<file path="src/sv/ddo_pkg.sv">
// Shared types, constants and the arctangent table for the odometry core.
// No dependencies; used by ddo_ctrl, ddo_datapath and the top level.
`default_nettype none

package ddo_pkg;

    localparam int IN_TDATA_W  = 48;
    localparam int OUT_TDATA_W = 192;
    localparam int CFG_DATA_W  = 16;

    // Register indexes on the configuration port.
    localparam logic CFG_WHEEL_RADIUS = 1'b0;
    localparam logic CFG_WHEEL_BASE   = 1'b1;

    localparam logic [15:0] WHEEL_RADIUS_RST = 16'd640;
    localparam logic [15:0] WHEEL_BASE_RST   = 16'd5120;

    // The turn-rate dividend is a 32-bit magnitude with eight fraction bits appended.
    localparam int DIV_STEPS  = 40;
    localparam int CORDIC_MAX = 32;

    localparam logic signed [33:0] CORDIC_GAIN   = 34'sh026DD3B6A;
    localparam logic [61:0]        INV_PI_SCALED = 62'h28BE60DB93910A54;
    localparam logic signed [49:0] POS_MAX       = 50'sh0007FFFFFFFFFFF;
    localparam logic signed [49:0] POS_MIN       = -50'sh0007FFFFFFFFFFF - 50'sd1;

    // Multiply-accumulate schedule selects.
    localparam logic [2:0] MAC_X_LO = 3'd0;
    localparam logic [2:0] MAC_X_HI = 3'd1;
    localparam logic [2:0] MAC_Y_LO = 3'd2;
    localparam logic [2:0] MAC_Y_HI = 3'd3;
    localparam logic [2:0] MAC_I_00 = 3'd4;
    localparam logic [2:0] MAC_I_01 = 3'd5;
    localparam logic [2:0] MAC_I_10 = 3'd6;
    localparam logic [2:0] MAC_I_11 = 3'd7;

    typedef struct packed {
        logic       load;
        logic       div_step;
        logic       cordic_en;
        logic [4:0] cordic_idx;
        logic       prep;
        logic       mul;
        logic       mac;
        logic [2:0] mac_sel;
        logic       finish;
    } ddo_cmd_t;

    function automatic logic [31:0] atan_lut(input logic [4:0] idx);
        logic [31:0] val;
        unique case (idx)
            5'd0:  val = 32'h20000000;
            5'd1:  val = 32'h12E4051E;
            5'd2:  val = 32'h09FB385B;
            5'd3:  val = 32'h051111D4;
            5'd4:  val = 32'h028B0D43;
            5'd5:  val = 32'h0145D7E1;
            5'd6:  val = 32'h00A2F61E;
            5'd7:  val = 32'h00517C55;
            5'd8:  val = 32'h0028BE53;
            5'd9:  val = 32'h00145F2F;
            5'd10: val = 32'h000A2F98;
            5'd11: val = 32'h000517CC;
            5'd12: val = 32'h00028BE6;
            5'd13: val = 32'h000145F3;
            5'd14: val = 32'h0000A2FA;
            5'd15: val = 32'h0000517D;
            5'd16: val = 32'h000028BE;
            5'd17: val = 32'h0000145F;
            5'd18: val = 32'h00000A30;
            5'd19: val = 32'h00000518;
            5'd20: val = 32'h0000028C;
            5'd21: val = 32'h00000146;
            5'd22: val = 32'h000000A3;
            5'd23: val = 32'h00000051;
            5'd24: val = 32'h00000029;
            5'd25: val = 32'h00000014;
            5'd26: val = 32'h0000000A;
            5'd27: val = 32'h00000005;
            5'd28: val = 32'h00000003;
            5'd29: val = 32'h00000001;
            5'd30: val = 32'h00000001;
            default: val = 32'h00000000;
        endcase
        return val;
    endfunction

endpackage

`default_nettype wire

</file>
<file path="src/sv/ddo_ctrl.sv">
// Sequencer for the odometry core: accept, iterate, multiply, finish.
// Depends on ddo_pkg for the command struct and step counts.
`default_nettype none

module ddo_ctrl #(
    parameter int CORDIC_STEPS = 24
) (
    input  wire               aclk,
    input  wire               aresetn,
    input  wire               s_tvalid,
    output logic              s_tready,
    output logic              m_tvalid,
    input  wire               m_tready,
    output ddo_pkg::ddo_cmd_t cmd
);

    localparam int NSTEP = (CORDIC_STEPS > ddo_pkg::CORDIC_MAX) ? ddo_pkg::CORDIC_MAX
                                                                 : CORDIC_STEPS;

    localparam logic [2:0] ST_IDLE = 3'd0;
    localparam logic [2:0] ST_RUN  = 3'd1;
    localparam logic [2:0] ST_PREP = 3'd2;
    localparam logic [2:0] ST_MUL  = 3'd3;
    localparam logic [2:0] ST_MAC  = 3'd4;
    localparam logic [2:0] ST_FIN  = 3'd5;

    logic [2:0] state_reg, state_next;
    logic [5:0] cnt_reg, cnt_next;
    logic       out_valid_reg, out_valid_next;

    always_comb begin
        state_next = state_reg;
        cnt_next   = cnt_reg;
        cmd        = '0;
        s_tready   = (state_reg == ST_IDLE);
        unique case (state_reg)
            ST_IDLE: begin
                if (s_tvalid) begin
                    cmd.load   = 1'b1;
                    cnt_next   = '0;
                    state_next = ST_RUN;
                end
            end
            ST_RUN: begin
                // Divider and CORDIC share the step counter.
                cmd.div_step   = 1'b1;
                cmd.cordic_en  = (cnt_reg < 6'(NSTEP));
                cmd.cordic_idx = cnt_reg[4:0];
                cnt_next       = cnt_reg + 6'd1;
                if (cnt_reg == 6'(ddo_pkg::DIV_STEPS - 1)) begin
                    state_next = ST_PREP;
                end
            end
            ST_PREP: begin
                cmd.prep   = 1'b1;
                state_next = ST_MUL;
            end
            ST_MUL: begin
                cmd.mul    = 1'b1;
                cnt_next   = '0;
                state_next = ST_MAC;
            end
            ST_MAC: begin
                cmd.mac     = 1'b1;
                cmd.mac_sel = cnt_reg[2:0];
                cnt_next    = cnt_reg + 6'd1;
                if (cnt_reg[2:0] == ddo_pkg::MAC_I_11) begin
                    state_next = ST_FIN;
                end
            end
            ST_FIN: begin
                if (!out_valid_reg || m_tready) begin
                    cmd.finish = 1'b1;
                    state_next = ST_IDLE;
                end
            end
            default: state_next = ST_IDLE;
        endcase
    end

    always_comb begin
        out_valid_next = out_valid_reg;
        if (m_tready) begin
            out_valid_next = 1'b0;
        end
        if (cmd.finish) begin
            out_valid_next = 1'b1;
        end
    end

    assign m_tvalid = out_valid_reg;

    always_ff @(posedge aclk) begin
        if (!aresetn) begin
            state_reg     <= ST_IDLE;
            cnt_reg       <= '0;
            out_valid_reg <= 1'b0;
        end else begin
            state_reg     <= state_next;
            cnt_reg       <= cnt_next;
            out_valid_reg <= out_valid_next;
        end
    end

endmodule

`default_nettype wire

</file>
<file path="config.mk">
export PLATFORM = sky130hd
export DESIGN_NAME = ddo_ctrl
export DESIGN_NICKNAME = d
export VERILOG_FILES = /design/src/sv/ddo_pkg.sv /design/src/sv/ddo_ctrl.sv
export SDC_FILE = /design/constraint.sdc
export NUM_CORES = 1
export LEC_CHECK = 0
export BUFFER_PORTS_ARGS = -buffer_cell sky130_fd_sc_hd__buf_2
export CAP_MARGIN = 40
export CORE_AREA = 10 10 47 49
export DETAILED_ROUTE_END_ITERATION = 12
export DIE_AREA = 0 0 57 59
export MAX_ROUTING_LAYER = met4
export PLACE_DENSITY = 0.76
export SLEW_MARGIN = 15
export SYNTH_ARGS = -nofsm -noshare
export SYNTH_HDL_FRONTEND = slang
export SYNTH_SLANG_ARGS = --single-unit
</file>
<file path="constraint.sdc">
create_clock -name aclk -period 2.4 [get_ports aclk]
set_input_delay 0.12 -clock aclk [delete_from_list [all_inputs] [get_ports aclk]]
set_output_delay 0.12 -clock aclk [all_outputs]
set_load 0.01 [all_outputs]
</file>
==> results.md <==
- Status: finished, final reports clean
- Reg2reg path depth: 4
- Post-DP HPWL: 1230 um
- Crit Path Category: reg -> reg
- Fmax: 0.557 GHz
- Die X: 57 um
- Inserted Clock Buffers: 3
- P_leak: 0.370 nW
- DR vias/cell: 5.57
- Starting density of the core: 0.454
- Global-route wire length before repair: 2650 um
- Post_cts resized: 0
- Mapped Cells: 82
- Final WS setup: 605 ps
- Post-DRT Antenna Nets: 0
- Final Slew Violations: 0
- Largest net degree at the start of global routing: 22
- Power density over the cells: 667 nW/um^2
- Final worst path period share: 0.748
- Synth warn: 0
- Hold worst-path end: state_reg[1]
- Clk Latency, worst-skew pair: 270 ps
- Starting DRT DRC Count: 15
- Row cnt: 14
- H-tree depth: 1
- CP endpoint kind: register
- CTS tree: yes
- Yosys cell types: 34
- Max-Cap Viols: 0
- Worst-path clk slew: 80 ps
- Crit start category: register
- Flops & latches, synth: 10
- Rel. slew slack: 0.617
- Peak supply drop: 302 uV
- R2R Setup Slk: 610 ps
- CP arrival: 2000 ps
- Gr usage total: 0.100
- Fin area: 751 um^2
- Most frequent cells in the layout: buf_2 (20), nor2_1 (10), dfxtp_1 (10)
- Post-synthesis sequential area ratio: 0.314
- Worst R2R Start: state_reg[0]
- Post-CTS Hold Fix Bufs: 0
- Number of flip-flops in the largest register: 6
- Layout cells sized above 1: 0.250
- Area of placed instances: 714 um^2
- Core Area: 1400 um^2
- Hold Path Class: in -> reg
- Crit Reg-Reg Endpoint: cnt_reg[5]
- Setup TNS: 0 ps
- Post-DR wirelength/cell: 13.6 um
- Grt total ovfl: 0
- Worst EP required: 2610 ps
- Post-synth top flop: dfxtp_1
- PortBufs: 20
- Initial antenna violation count: 0
- Syn_nets: 88
- Gp weighted congestion: 0.827
- Multi-input logic area: 387 um^2
- Hold path depth: 3
- Layout Area Growth over Synthesis: 17.9%
- # fillers: 146
- Clk sinks: 10
- Fin. Hold Viols: 0
- Avg Cell Area, Syn: 7.77 um^2
- CTS Buffer Depth: 2
- Die area: 3360 um^2
- Final Hold Slack: 121 ps
- Unrepaired setup endpoints after global routing: false
- Crit path buf inv count: 0
- Vias in the first global route: 603
- Final Power: 0.501 mW
- FF/Latch Area: 200 um^2
- Setup Skew: 2.81 ps
- Via count: 646
- Worst path slowest cell: dfxtp_1
- Most common cell after layout, fill and taps aside: buf_2
- DRC Markers: 0
- Antenna cells: 0
- Synth async-reset ratio: 0
- Delay of the slowest critical-path stage: 690 ps
- CP Max Fanout: 21
- CTS root buf: clkbuf_4
- Min-delay src: aresetn
- Post-synth EDFFs: 0
- Cells along the critical path: nand2b_1, o31a_1, or4_1, a21oi_1
- Drt pass-1 iters: 4
- Fin crit period: 1790 ps
- Vert. Die Dim: 59 um
- Least-Margin Pin Slew: 574 ps
- IO Pins: 21
- Setup-failing EPs final: 0
- Fin nets: 107
- Final WL: 1580 um
- Post-CTS Setup Inserts: 0
- Synth Cell Area: 637 um^2
- Crit path max-delay family: flip-flops
- Worst slack, placed: 634 ps
-- synthesized netlist by cell type, types with 3 or more instances --
library cell	count	area, um^2
nand3_1	3	15.0
a21oi_1	5	25.0
dfxtp_1	10	200
o21ai_0	3	15.0
nor2_1	10	37.5
and3_1	5	31.3
nand2_1	4	15.0
and2_1	5	31.3
nand2b_1	3	18.8
nor3_1	3	15.0
-- layout make-up --
class | instances | share of cell area
multi-input cells | 64 | 0.515
flip-flops and latches | 10 | 0.267
repair buffers | 20 | 0.133
clock buffers | 4 | 0.0483
well taps | 16 | 0.0267
inverters | 2 | 0.0100
-- cell families (layout without fill, tap and decap cells) --
family | count (synthesis) | after routing | synth area share
AND/OR/NAND/NOR | 42 | 42 | 0.356
AO/OA/AOI/OAI | 18 | 18 | 0.183
flip-flops | 10 | 10 | 0.314
buffers and inverters | 8 | 26 | 0.0786
adder cells (fa/ha/maj) | 2 | 2 | 0.0393
XOR/XNOR | 1 | 1 | 0.0138
multiplexers | 1 | 1 | 0.0157
-- per-stage QoR --
step | utilization | std cells
final | 0.536 | 116
after global routing | 0.536 | 116
after CTS | 0.536 | 116
after detailed placement | 0.510 | 112
after global placement | 0.510 | 112
after floorplan | - | 82
-- worst reg2reg max path, cell delays in order, from the launching register on --
cell and delay, ps:
dfxtp_1 690, nand2b_1 170, o31a_1 240, or4_1 490, a21oi_1 140
-- layer usage --
layer / wire length (um) / up-vias / GRT usage
li1: - / 323 / -
met1: 711 / 298 / 0.106
met2: 754 / 21 / 0.161
met3: 86 / 4 / 0.0322
met4: 27 / 0 / 0.0604
met5: 0 / - / -
-- worst max-delay path by stage --
stage | slack, ps | to | cells past startpoint | start
after floorplan | 900 | cnt_reg[5] | 5 | state_reg[1]
after CTS | 620 | cnt_reg[5] | 4 | state_reg[0]
after detailed placement | 630 | cnt_reg[5] | 4 | state_reg[0]
after global placement | 720 | cnt_reg[5] | 4 | state_reg[0]
final | 610 | cnt_reg[5] | 4 | state_reg[0]
after global routing | 480 | cnt_reg[5] | 4 | state_reg[0]
-- report_power, final --
| group | switching [mW] | total (mW) | internal (mW) |
|---|---|---|---|
| combinational | 0.0755 | 0.131 | 0.0557 |
| clock | 0.0685 | 0.161 | 0.0923 |
| sequential | 0.0309 | 0.209 | 0.178 |
| total | 0.175 | 0.501 | 0.326 |
(Power assumes the default switching activity.)
